$ cat config.mk
export PLATFORM = sky130hd
export DESIGN_NAME = injection_step_sequencer
export DESIGN_NICKNAME = d
export VERILOG_FILES = /design/src/hw/rtl/iss_pkg.sv /design/src/hw/rtl/iss_front.sv /design/src/hw/rtl/iss_queue.sv /design/src/hw/rtl/iss_back.sv /design/src/hw/rtl/injection_step_sequencer.sv
export SDC_FILE = /design/constraint.sdc
export NUM_CORES = 1
export LEC_CHECK = 0
export BUFFER_PORTS_ARGS = -buffer_cell sky130_fd_sc_hd__buf_2
export CORE_MARGIN = 3
export CORE_UTILIZATION = 60
export CTS_CLUSTER_SIZE = 20
export DETAILED_ROUTE_END_ITERATION = 6
export HOLD_SLACK_MARGIN = 0.02
export PLACE_DENSITY_LB_ADDON = 0.08
export SYNTH_ARGS = -nofsm -noshare
export SYNTH_HDL_FRONTEND = slang
export SYNTH_SLANG_ARGS = --single-unit
$ cat constraint.sdc
create_clock -name i_clk -period 7 [get_ports i_clk]
set_clock_uncertainty 0.15 [all_clocks]
set_input_delay 2.1 -clock i_clk [delete_from_list [all_inputs] [get_ports i_clk]]
set_output_delay 2.1 -clock i_clk [all_outputs]
set_load 0.02 [all_outputs]
$ cat src/hw/rtl/iss_pkg.sv
// Shared types, codes and widths for the injection step sequencer.
// No dependencies; every other file in hw/rtl refers to this package by scoped names.
package iss_pkg;

    localparam int WidthW    = 24;
    localparam int PhaseW    = 16;
    localparam int PressW    = 16;
    localparam int CfgIdxW   = 3;
    localparam int CfgDataW  = 24;
    localparam int STdataW   = 16;
    localparam int STuserW   = 3;
    localparam int MTdataW   = 72;
    localparam int QDepth    = 2;
    localparam int QPtrW     = 1;
    localparam int QCntW     = 2;

    // Opcode of an input word
    typedef enum logic [1:0] {
        CMD_START = 2'd0,
        CMD_STEP  = 2'd1,
        CMD_STOP  = 2'd2,
        CMD_NOP   = 2'd3
    } t_cmd;

    // Reason a run ended
    typedef enum logic [1:0] {
        CAUSE_NONE   = 2'd0,
        CAUSE_LIMIT  = 2'd1,
        CAUSE_SAFETY = 2'd2,
        CAUSE_TARGET = 2'd3
    } t_cause;

    // Configuration register indexes
    typedef enum logic [CfgIdxW-1:0] {
        REG_START_WIDTH  = 3'd0,
        REG_TARGET_WIDTH = 3'd1,
        REG_STEP_LIMIT   = 3'd2,
        REG_RAMP_PERIOD  = 3'd3,
        REG_RAMP_DEC     = 3'd4,
        REG_PRESS_PERIOD = 3'd5,
        REG_SAFETY_PRESS = 3'd6,
        REG_TARGET_PRESS = 3'd7
    } t_cfg_idx;

    typedef struct packed {
        logic [WidthW-1:0] start_pulse_width;
        logic [WidthW-1:0] target_pulse_width;
        logic [WidthW-1:0] step_limit;
        logic [PhaseW-1:0] ramp_period;
        logic [WidthW-1:0] ramp_decrement;
        logic [PhaseW-1:0] pressure_period;
        logic [PressW-1:0] safety_pressure;
        logic [PressW-1:0] target_pressure;
    } t_cfg;

    // Classified command word passed from front end to back end
    typedef struct packed {
        t_cmd              cmd;
        logic              pressure_valid;
        logic [PressW-1:0] pressure;
    } t_cmd_word;

    typedef struct packed {
        logic              step_pulse;
        logic [WidthW-1:0] pulse_width;
        logic              motor_enable;
        t_cause            stop_cause;
        logic [WidthW-1:0] steps_done;
        logic [PressW-1:0] last_pressure;
    } t_result;

    localparam logic [WidthW-1:0] StartWidthRst  = 24'd2000;
    localparam logic [WidthW-1:0] TargetWidthRst = 24'd500;
    localparam logic [PressW-1:0] PressRst       = 16'hFFFF;

endpackage

$ cat src/hw/rtl/iss_front.sv
// Front end: accepts input words, classifies the opcode and holds one command word.
// Depends on iss_pkg.
module iss_front (
    input  logic                        i_clk,
    input  logic                        i_rst_n,
    input  logic                        i_valid,
    output logic                        o_ready,
    input  logic [1:0]                  i_opcode,
    input  logic                        i_pressure_valid,
    input  logic [iss_pkg::PressW-1:0]  i_pressure,
    output logic                        o_push,
    input  logic                        i_push_ready,
    output iss_pkg::t_cmd_word          o_word
);

    logic               r_valid;
    iss_pkg::t_cmd_word r_word;
    iss_pkg::t_cmd_word n_word;
    logic               take;

    assign o_ready = !r_valid || i_push_ready;
    assign take    = i_valid && o_ready;
    assign o_push  = r_valid;
    assign o_word  = r_word;

    always_comb begin
        n_word.pressure_valid = i_pressure_valid;
        n_word.pressure       = i_pressure;
        case (iss_pkg::t_cmd'(i_opcode))
            iss_pkg::CMD_START: n_word.cmd = iss_pkg::CMD_START;
            iss_pkg::CMD_STEP:  n_word.cmd = iss_pkg::CMD_STEP;
            iss_pkg::CMD_STOP:  n_word.cmd = iss_pkg::CMD_STOP;
            default:            n_word.cmd = iss_pkg::CMD_NOP;
        endcase
    end

    always_ff @(posedge i_clk) begin
        if (!i_rst_n) begin
            r_valid <= 1'b0;
        end else if (take) begin
            r_valid <= 1'b1;
        end else if (i_push_ready) begin
            r_valid <= 1'b0;
        end
    end

    always_ff @(posedge i_clk) begin
        if (take) begin
            r_word <= n_word;
        end
    end

endmodule

$ cat src/hw/rtl/iss_queue.sv
// Two-entry command queue between front end and back end.
// Depends on iss_pkg.
module iss_queue (
    input  logic               i_clk,
    input  logic               i_rst_n,
    input  logic               i_push,
    output logic               o_push_ready,
    input  iss_pkg::t_cmd_word i_word,
    output logic               o_valid,
    input  logic               i_pop,
    output iss_pkg::t_cmd_word o_word,
    output logic [iss_pkg::QCntW-1:0] o_count
);

    iss_pkg::t_cmd_word              r_mem [iss_pkg::QDepth];
    logic [iss_pkg::QPtrW-1:0]       r_wr_ptr;
    logic [iss_pkg::QPtrW-1:0]       r_rd_ptr;
    logic [iss_pkg::QCntW-1:0]       r_count;
    logic                            do_push;
    logic                            do_pop;

    assign o_push_ready = (r_count != iss_pkg::QCntW'(iss_pkg::QDepth));
    assign o_valid      = (r_count != '0);
    assign o_word       = r_mem[r_rd_ptr];
    assign o_count      = r_count;
    assign do_push      = i_push && o_push_ready;
    assign do_pop       = i_pop && o_valid;

    always_ff @(posedge i_clk) begin
        if (!i_rst_n) begin
            r_wr_ptr <= '0;
            r_rd_ptr <= '0;
            r_count  <= '0;
        end else begin
            if (do_push) begin
                r_wr_ptr <= r_wr_ptr + 1'b1;
            end
            if (do_pop) begin
                r_rd_ptr <= r_rd_ptr + 1'b1;
            end
            case ({do_push, do_pop})
                2'b10:   r_count <= r_count + 1'b1;
                2'b01:   r_count <= r_count - 1'b1;
                default: r_count <= r_count;
            endcase
        end
    end

    always_ff @(posedge i_clk) begin
        if (do_push) begin
            r_mem[r_wr_ptr] <= i_word;
        end
    end

endmodule

$ cat src/hw/rtl/iss_back.sv
// Back end: executes command words against the run state and registers one result word.
// Depends on iss_pkg.
module iss_back (
    input  logic               i_clk,
    input  logic               i_rst_n,
    input  iss_pkg::t_cfg      i_cfg,
    input  logic               i_q_valid,
    input  iss_pkg::t_cmd_word i_q_word,
    output logic               o_q_pop,
    output logic               o_valid,
    input  logic               i_ready,
    output iss_pkg::t_result   o_result
);

    logic                          r_active, n_active;
    iss_pkg::t_cause               r_cause, n_cause;
    logic [iss_pkg::WidthW-1:0]    r_steps, n_steps;
    logic [iss_pkg::WidthW-1:0]    r_width, n_width;
    logic [iss_pkg::PhaseW-1:0]    r_ramp_ph, n_ramp_ph;
    logic [iss_pkg::PhaseW-1:0]    r_chk_ph, n_chk_ph;
    logic [iss_pkg::PressW-1:0]    r_seen, n_seen;
    logic                          r_out_valid;
    iss_pkg::t_result              r_out;
    iss_pkg::t_result              n_out;
    logic [iss_pkg::PhaseW-1:0]    ramp_next;
    logic [iss_pkg::PhaseW-1:0]    chk_next;
    logic [iss_pkg::WidthW:0]      floor_level;
    logic                          pulse;
    logic [iss_pkg::WidthW-1:0]    used_width;

    assign o_q_pop  = i_q_valid && (!r_out_valid || i_ready);
    assign o_valid  = r_out_valid;
    assign o_result = r_out;

    assign ramp_next   = r_ramp_ph + 1'b1;
    assign chk_next    = r_chk_ph + 1'b1;
    assign floor_level = {1'b0, i_cfg.target_pulse_width} + {1'b0, i_cfg.ramp_decrement};

    always_comb begin
        n_active   = r_active;
        n_cause    = r_cause;
        n_steps    = r_steps;
        n_width    = r_width;
        n_ramp_ph  = r_ramp_ph;
        n_chk_ph   = r_chk_ph;
        n_seen     = r_seen;
        pulse      = 1'b0;
        used_width = r_width;
        case (i_q_word.cmd)
            iss_pkg::CMD_START: begin
                n_active   = 1'b1;
                n_cause    = iss_pkg::CAUSE_NONE;
                n_steps    = '0;
                n_width    = i_cfg.start_pulse_width;
                n_ramp_ph  = '0;
                n_chk_ph   = '0;
                n_seen     = '0;
                used_width = i_cfg.start_pulse_width;
            end
            iss_pkg::CMD_STEP: begin
                if (r_active) begin
                    if (r_steps >= i_cfg.step_limit) begin
                        n_cause  = iss_pkg::CAUSE_LIMIT;
                        n_active = 1'b0;
                    end else begin
                        pulse   = 1'b1;
                        n_steps = r_steps + 1'b1;
                        if (i_cfg.ramp_period != '0) begin
                            if (ramp_next >= i_cfg.ramp_period) begin
                                n_ramp_ph = '0;
                                if ({1'b0, r_width} > floor_level) begin
                                    n_width = r_width - i_cfg.ramp_decrement;
                                end else begin
                                    n_width = i_cfg.target_pulse_width;
                                end
                            end else begin
                                n_ramp_ph = ramp_next;
                            end
                        end
                        if (i_cfg.pressure_period != '0) begin
                            if (chk_next >= i_cfg.pressure_period) begin
                                n_chk_ph = '0;
                                if (i_q_word.pressure_valid) begin
                                    n_seen = i_q_word.pressure;
                                    if (i_q_word.pressure >= i_cfg.safety_pressure) begin
                                        n_cause  = iss_pkg::CAUSE_SAFETY;
                                        n_active = 1'b0;
                                    end else if (i_q_word.pressure >= i_cfg.target_pressure) begin
                                        n_cause  = iss_pkg::CAUSE_TARGET;
                                        n_active = 1'b0;
                                    end
                                end
                            end else begin
                                n_chk_ph = chk_next;
                            end
                        end
                    end
                end
            end
            iss_pkg::CMD_STOP: begin
                if (r_active) begin
                    n_active = 1'b0;
                    n_cause  = iss_pkg::CAUSE_NONE;
                end
            end
            default: begin
            end
        endcase
    end

    always_comb begin
        n_out.step_pulse    = pulse;
        n_out.pulse_width   = used_width;
        n_out.motor_enable  = n_active;
        n_out.stop_cause    = n_cause;
        n_out.steps_done    = n_steps;
        n_out.last_pressure = n_seen;
    end

    always_ff @(posedge i_clk) begin
        if (!i_rst_n) begin
            r_active    <= 1'b0;
            r_cause     <= iss_pkg::CAUSE_NONE;
            r_steps     <= '0;
            r_width     <= '0;
            r_ramp_ph   <= '0;
            r_chk_ph    <= '0;
            r_seen      <= '0;
            r_out_valid <= 1'b0;
        end else begin
            if (o_q_pop) begin
                r_active  <= n_active;
                r_cause   <= n_cause;
                r_steps   <= n_steps;
                r_width   <= n_width;
                r_ramp_ph <= n_ramp_ph;
                r_chk_ph  <= n_chk_ph;
                r_seen    <= n_seen;
            end
            if (o_q_pop) begin
                r_out_valid <= 1'b1;
            end else if (i_ready) begin
                r_out_valid <= 1'b0;
            end
        end
    end

    always_ff @(posedge i_clk) begin
        if (o_q_pop) begin
            r_out <= n_out;
        end
    end

endmodule

$ cat src/hw/rtl/injection_step_sequencer.sv
// Injection step sequencer top level: config registers, front end, queue, back end.
// Depends on iss_pkg, iss_front, iss_queue and iss_back.
// Path: an accepted input word passes through the front register, a queue entry and the
// back-end result register before its result word shows valid; result stalls delay it.
// Throughput: one word per cycle unless results stall; the back end updates the run state on every pop.
// Reset (synchronous, active low) ends any run, empties the queue, zeroes the run state
// and loads the config registers with their documented defaults.
module injection_step_sequencer (
    input  logic                          i_clk,
    input  logic                          i_rst_n,
    // Command stream
    input  logic                          i_s_tvalid,
    output logic                          o_s_tready,
    input  logic [iss_pkg::STdataW-1:0]   i_s_tdata,  // [15:0] pressure
    input  logic [iss_pkg::STuserW-1:0]   i_s_tuser,  // [1:0] opcode, [2] pressure_valid
    // Result stream
    output logic                          o_m_tvalid,
    input  logic                          i_m_tready,
    // [0] step_pulse, [24:1] pulse_width, [25] motor_enable, [27:26] stop_cause,
    // [51:28] steps_done, [67:52] last_pressure, [71:68] zero
    output logic [iss_pkg::MTdataW-1:0]   o_m_tdata,
    // Configuration writes
    input  logic                          i_cfg_valid,
    output logic                          o_cfg_ready,
    input  logic [iss_pkg::CfgIdxW-1:0]   i_cfg_index,
    input  logic [iss_pkg::CfgDataW-1:0]  i_cfg_data
);

    iss_pkg::t_cfg                r_cfg;
    iss_pkg::t_cmd_word           front_word;
    iss_pkg::t_cmd_word           q_word;
    iss_pkg::t_result             result;
    logic                         front_push;
    logic                         q_push_ready;
    logic                         q_valid;
    logic                         q_pop;
    logic [iss_pkg::QCntW-1:0]    q_count;
    logic                         cfg_we;

    // Hold off config writes while a command word sits in the front register or queue.
    assign o_cfg_ready = !front_push && (q_count == '0);
    assign cfg_we      = i_cfg_valid && o_cfg_ready;

    always_ff @(posedge i_clk) begin
        if (!i_rst_n) begin
            r_cfg.start_pulse_width  <= iss_pkg::StartWidthRst;
            r_cfg.target_pulse_width <= iss_pkg::TargetWidthRst;
            r_cfg.step_limit         <= '0;
            r_cfg.ramp_period        <= '0;
            r_cfg.ramp_decrement     <= '0;
            r_cfg.pressure_period    <= '0;
            r_cfg.safety_pressure    <= iss_pkg::PressRst;
            r_cfg.target_pressure    <= iss_pkg::PressRst;
        end else if (cfg_we) begin
            case (iss_pkg::t_cfg_idx'(i_cfg_index))
                iss_pkg::REG_START_WIDTH:  r_cfg.start_pulse_width  <= i_cfg_data;
                iss_pkg::REG_TARGET_WIDTH: r_cfg.target_pulse_width <= i_cfg_data;
                iss_pkg::REG_STEP_LIMIT:   r_cfg.step_limit         <= i_cfg_data;
                iss_pkg::REG_RAMP_PERIOD:  r_cfg.ramp_period        <= i_cfg_data[15:0];
                iss_pkg::REG_RAMP_DEC:     r_cfg.ramp_decrement     <= i_cfg_data;
                iss_pkg::REG_PRESS_PERIOD: r_cfg.pressure_period    <= i_cfg_data[15:0];
                iss_pkg::REG_SAFETY_PRESS: r_cfg.safety_pressure    <= i_cfg_data[15:0];
                iss_pkg::REG_TARGET_PRESS: r_cfg.target_pressure    <= i_cfg_data[15:0];
                default: begin
                end
            endcase
        end
    end

    // Front end: take a word, decode the opcode, hold it until the queue has room.
    iss_front u_front (
        .i_clk            (i_clk),
        .i_rst_n          (i_rst_n),
        .i_valid          (i_s_tvalid),
        .o_ready          (o_s_tready),
        .i_opcode         (i_s_tuser[1:0]),
        .i_pressure_valid (i_s_tuser[2]),
        .i_pressure       (i_s_tdata),
        .o_push           (front_push),
        .i_push_ready     (q_push_ready),
        .o_word           (front_word)
    );

    // Queue: decouple a stalled result side from the command side.
    iss_queue u_queue (
        .i_clk        (i_clk),
        .i_rst_n      (i_rst_n),
        .i_push       (front_push),
        .o_push_ready (q_push_ready),
        .i_word       (front_word),
        .o_valid      (q_valid),
        .i_pop        (q_pop),
        .o_word       (q_word),
        .o_count      (q_count)
    );

    // Back end: advance the run state and register the result word.
    iss_back u_back (
        .i_clk     (i_clk),
        .i_rst_n   (i_rst_n),
        .i_cfg     (r_cfg),
        .i_q_valid (q_valid),
        .i_q_word  (q_word),
        .o_q_pop   (q_pop),
        .o_valid   (o_m_tvalid),
        .i_ready   (i_m_tready),
        .o_result  (result)
    );

    // Pack fields from bit 0 up; pad the top nibble with zeros.
    assign o_m_tdata = {4'd0,
                        result.last_pressure,
                        result.steps_done,
                        result.stop_cause,
                        result.motor_enable,
                        result.pulse_width,
                        result.step_pulse};

    // A stop reason is only ever reported with the motor off.
    a_cause_idle: assert property (@(posedge i_clk) disable iff (!i_rst_n)
        o_m_tvalid && (result.stop_cause != iss_pkg::CAUSE_NONE) |-> !result.motor_enable)
        else $error("stop cause reported while motor enabled");

    // An issued step is always counted, so the count cannot read zero.
    a_step_counted: assert property (@(posedge i_clk) disable iff (!i_rst_n)
        o_m_tvalid && result.step_pulse |-> (result.steps_done != '0))
        else $error("step issued with zero step count");

    // The queue never holds more words than it has entries.
    a_queue_bound: assert property (@(posedge i_clk) disable iff (!i_rst_n)
        q_count <= iss_pkg::QCntW'(iss_pkg::QDepth))
        else $error("command queue overfilled");

    // A pop is only taken when the result register is free or being drained.
    a_pop_safe: assert property (@(posedge i_clk) disable iff (!i_rst_n)
        q_pop |-> (!o_m_tvalid || i_m_tready))
        else $error("result word overwritten before delivery");

endmodule
==> results_dict.tcl <==
set metrics [dict create \
    wirelength_mm 55.09 \
    die_h_um 191.6 \
    grt_usage_pct 30.08 \
    grt_pass1_vias 16500 \
    power.leakage_uw 0.009383 \
    clock_latency_ns 0.57 \
    cts_resized 0 \
    diodes 0 \
    tightest_slew_ns 1.259 \
    ys_seq_area_share_pct 43.93 \
    ff_latch_area_mm2 0.009079 \
    synth_area_mm2 0.02067 \
    dieArea_mm2 0.03671 \
    fillers 2792 \
    synth_edf_count 125 \
    ys.flop_type "dfxtp_1" \
    max_cap_violations 0 \
    p_per_area_mw_per_mm2 309.7 \
    die_x_um 191.6 \
    hold_viol_final 0 \
    gp_congestion 0.9672 \
    syn_to_final_growth_pct 11.15 \
    clkTransAtPathRegs_ns 0.06 \
    htree_levels 2 \
    start_util_pct 61.32 \
    synth_commonest_cells "433 x nand2_1, 266 x dfxtp_1, 242 x a21oi_1" \
    max_slew_margin_pct 16.05 \
    drive_above_1_share_pct 10.22 \
    post-place-cells 2806 \
    syn_area_per_cell_um2 8.851 \
    cts.sinks 391 \
    hold_buffers 0 \
    cts_root_buffer "clkbuf_16" \
    ant_nets 0 \
    ys_warn_count 0 \
    vias 17250 \
    maxSlewViolCount 0 \
    grt_setup_unrepaired "no" \
    drt-pass1-iter-count 5 \
    nNetsFinal 2618 \
    multiInputGateArea_mm2 0.01050 \
    crit_required_ns 7.25 \
    worst_ir_drop_vdd_mv 0.2937 \
    cts_inserted_buffers 42 \
    drt_iter0_markers 1296 \
    synth.distinct_cells 76 \
    setup_violations 0 \
    path_class "reg2reg" \
    io_buffers 121 \
    crit_fanout 22 \
    overflow 0 \
    antenna_found_initial 2 \
    core_mm2 0.03370 \
    io_pins 126 \
    dp_hpwl_mm 38.16 \
    cp-end-kind "flop" \
    route.detailed.drc 0 \
    max_freq_ghz 0.1825 \
    yosysMostFrequentCell "nand2_1" \
    cp-start-kind "flop" \
    synth_area_leaders "dfxtp_1 26%, edfxtp_1 18%, ha_1 9.9%" \
    fin_cells 2884 \
    layout_min_cycle_time_ns 5.479 \
    rows 67 \
    period_share_pct 78.27 \
    wire_per_inst_um 19.10 \
    cts_tree "done" \
    yosysTopAreaCell "dfxtp_1" \
    synth_cells 2335 \
    clockBufferDepth 3 \
    postCtsSetupBuffers 0 \
    grt_pass1_wl_mm 87.31 \
    synthArstFlopShare_pct 0 \
    synth-seq-cells 391 \
    hp-class "reg2reg" \
    grt_max_degree 80 \
    critPathArrivalTime_ns 5.73 \
    netlist.area_leader.share_pct 25.77 \
    vias_per_cell 5.980 \
    setup-tns-final_ns 0 \
    status "complete, no violations" \
]
==> sequential cells by signal (all words and copies together) (netlist names), 2 cells and up, named ones only <==
register          flops
u_back.o_result      68
u_queue.r_mem        38
u_queue.o_count       2
u_back.r_cause        2
u_back.r_ramp_ph     16
u_back.r_width       24
u_front.o_word       19
u_back.r_seen        16
r_cfg               160
u_back.r_chk_ph      16
u_back.r_steps       24
==> metal layers <==
metal	GRT usage, %	routed length [um]
met2	49.38	25200
met5	0	14
met4	10.67	1767
met3	5.037	3715
met1	40.33	24390
==> cell usage in the layout (no fill, tap or decap), drive strengths merged, types with 58 or more instances in the layout <==
master / synthesis / routed
nand2: 433 / 433
dfxtp: 266 / 266
a21oi: 242 / 242
ha: 163 / 163
inv: 148 / 151
buf: 27 / 148
edfxtp: 125 / 125
nor2: 121 / 121
o21ai: 84 / 84
nand3: 58 / 58
==> layout make-up <==
type                            count  area share (%)
Clock buffer                       52           5.011
Inverter                          149           2.451
Sequential cell                   391           39.53
Timing Repair Buffer              148           3.519
Multi-Input combinational cell   1670           45.71
Clock inverter                     26           1.345
Tap cell                          448           2.440
==> logic make-up after synthesis <==
family                     Yosys count  synth area share [%]
DFF                                391                 43.93
other                                1               0.01815
and+or+nand+nor                    809                 17.63
AOI/OAI and AO/OA                  569                 17.52
buffers and inverters              277                 5.467
adders and majority gates          165                 10.06
xor gates and xnor gates            98                 4.153
muxes                               25                 1.217
==> per-stage QoR <==
stage	setup WS (ns)	hold slack [ns]	cell area [um2]	util, %	total power [uW]
after global routing	1.010	0.3102	22970	68.16	7460
after CTS	1.603	0.2901	22970	68.16	7129
after detailed placement	1.671	0.2790	21510	63.83	4779
after floorplan	1.213	0.2715	20680	-	4181
after global placement	1.776	0.2725	21510	63.83	4746
final	1.521	0.2904	22970	68.16	7113
==> report_power, final <==
group          total (uW)  internal, uW  switching, uW
combinational        2040           651           1380
sequential           2730          2630           99.3
clock                2350          1400            951
==> path summary, 6_finish.rpt <==
| check | cells after the start | from | slack [ns] | endpoint |
|---|---|---|---|---|
| setup reg to reg | 20 | r_cfg[57]$_SDFFE_PN0P_ | 1.52 | u_back.r_width[0]$_SDFFE_PN0P_ |
| setup / recovery | 20 | r_cfg[57]$_SDFFE_PN0P_ | 1.52 | u_back.r_width[0]$_SDFFE_PN0P_ |
| hold / removal | 0 | u_front.o_word[0]$_DFFE_PP_ | 0.29 | u_queue.r_mem[1][0]$_DFFE_PP_ |
| hold reg to reg | 0 | u_front.o_word[0]$_DFFE_PP_ | 0.29 | u_queue.r_mem[1][0]$_DFFE_PP_ |
==> worst max-delay path: stages (launching register included) <==
cell and delay (ns):
dfxtp_1 0.33, ha_1 0.33, a211oi_1 0.25, nor2_1 0.11, o41ai_1 0.55, o21ai_0 0.19, a311oi_1 0.36, o21ai_0 0.27
a21o_1 0.24, a21oi_1 0.17, xor2_1 0.19, ha_1 0.26, nand3_1 0.13, nor2_1 0.06, a2111oi_0 0.41, o211ai_1 0.16
o211ai_1 0.23, buf_4 0.33, nor2_1 0.06, a2111oi_0 0.37, a2111oi_0 0.14
No activity file was read; power rests on OpenSTA's default activity.
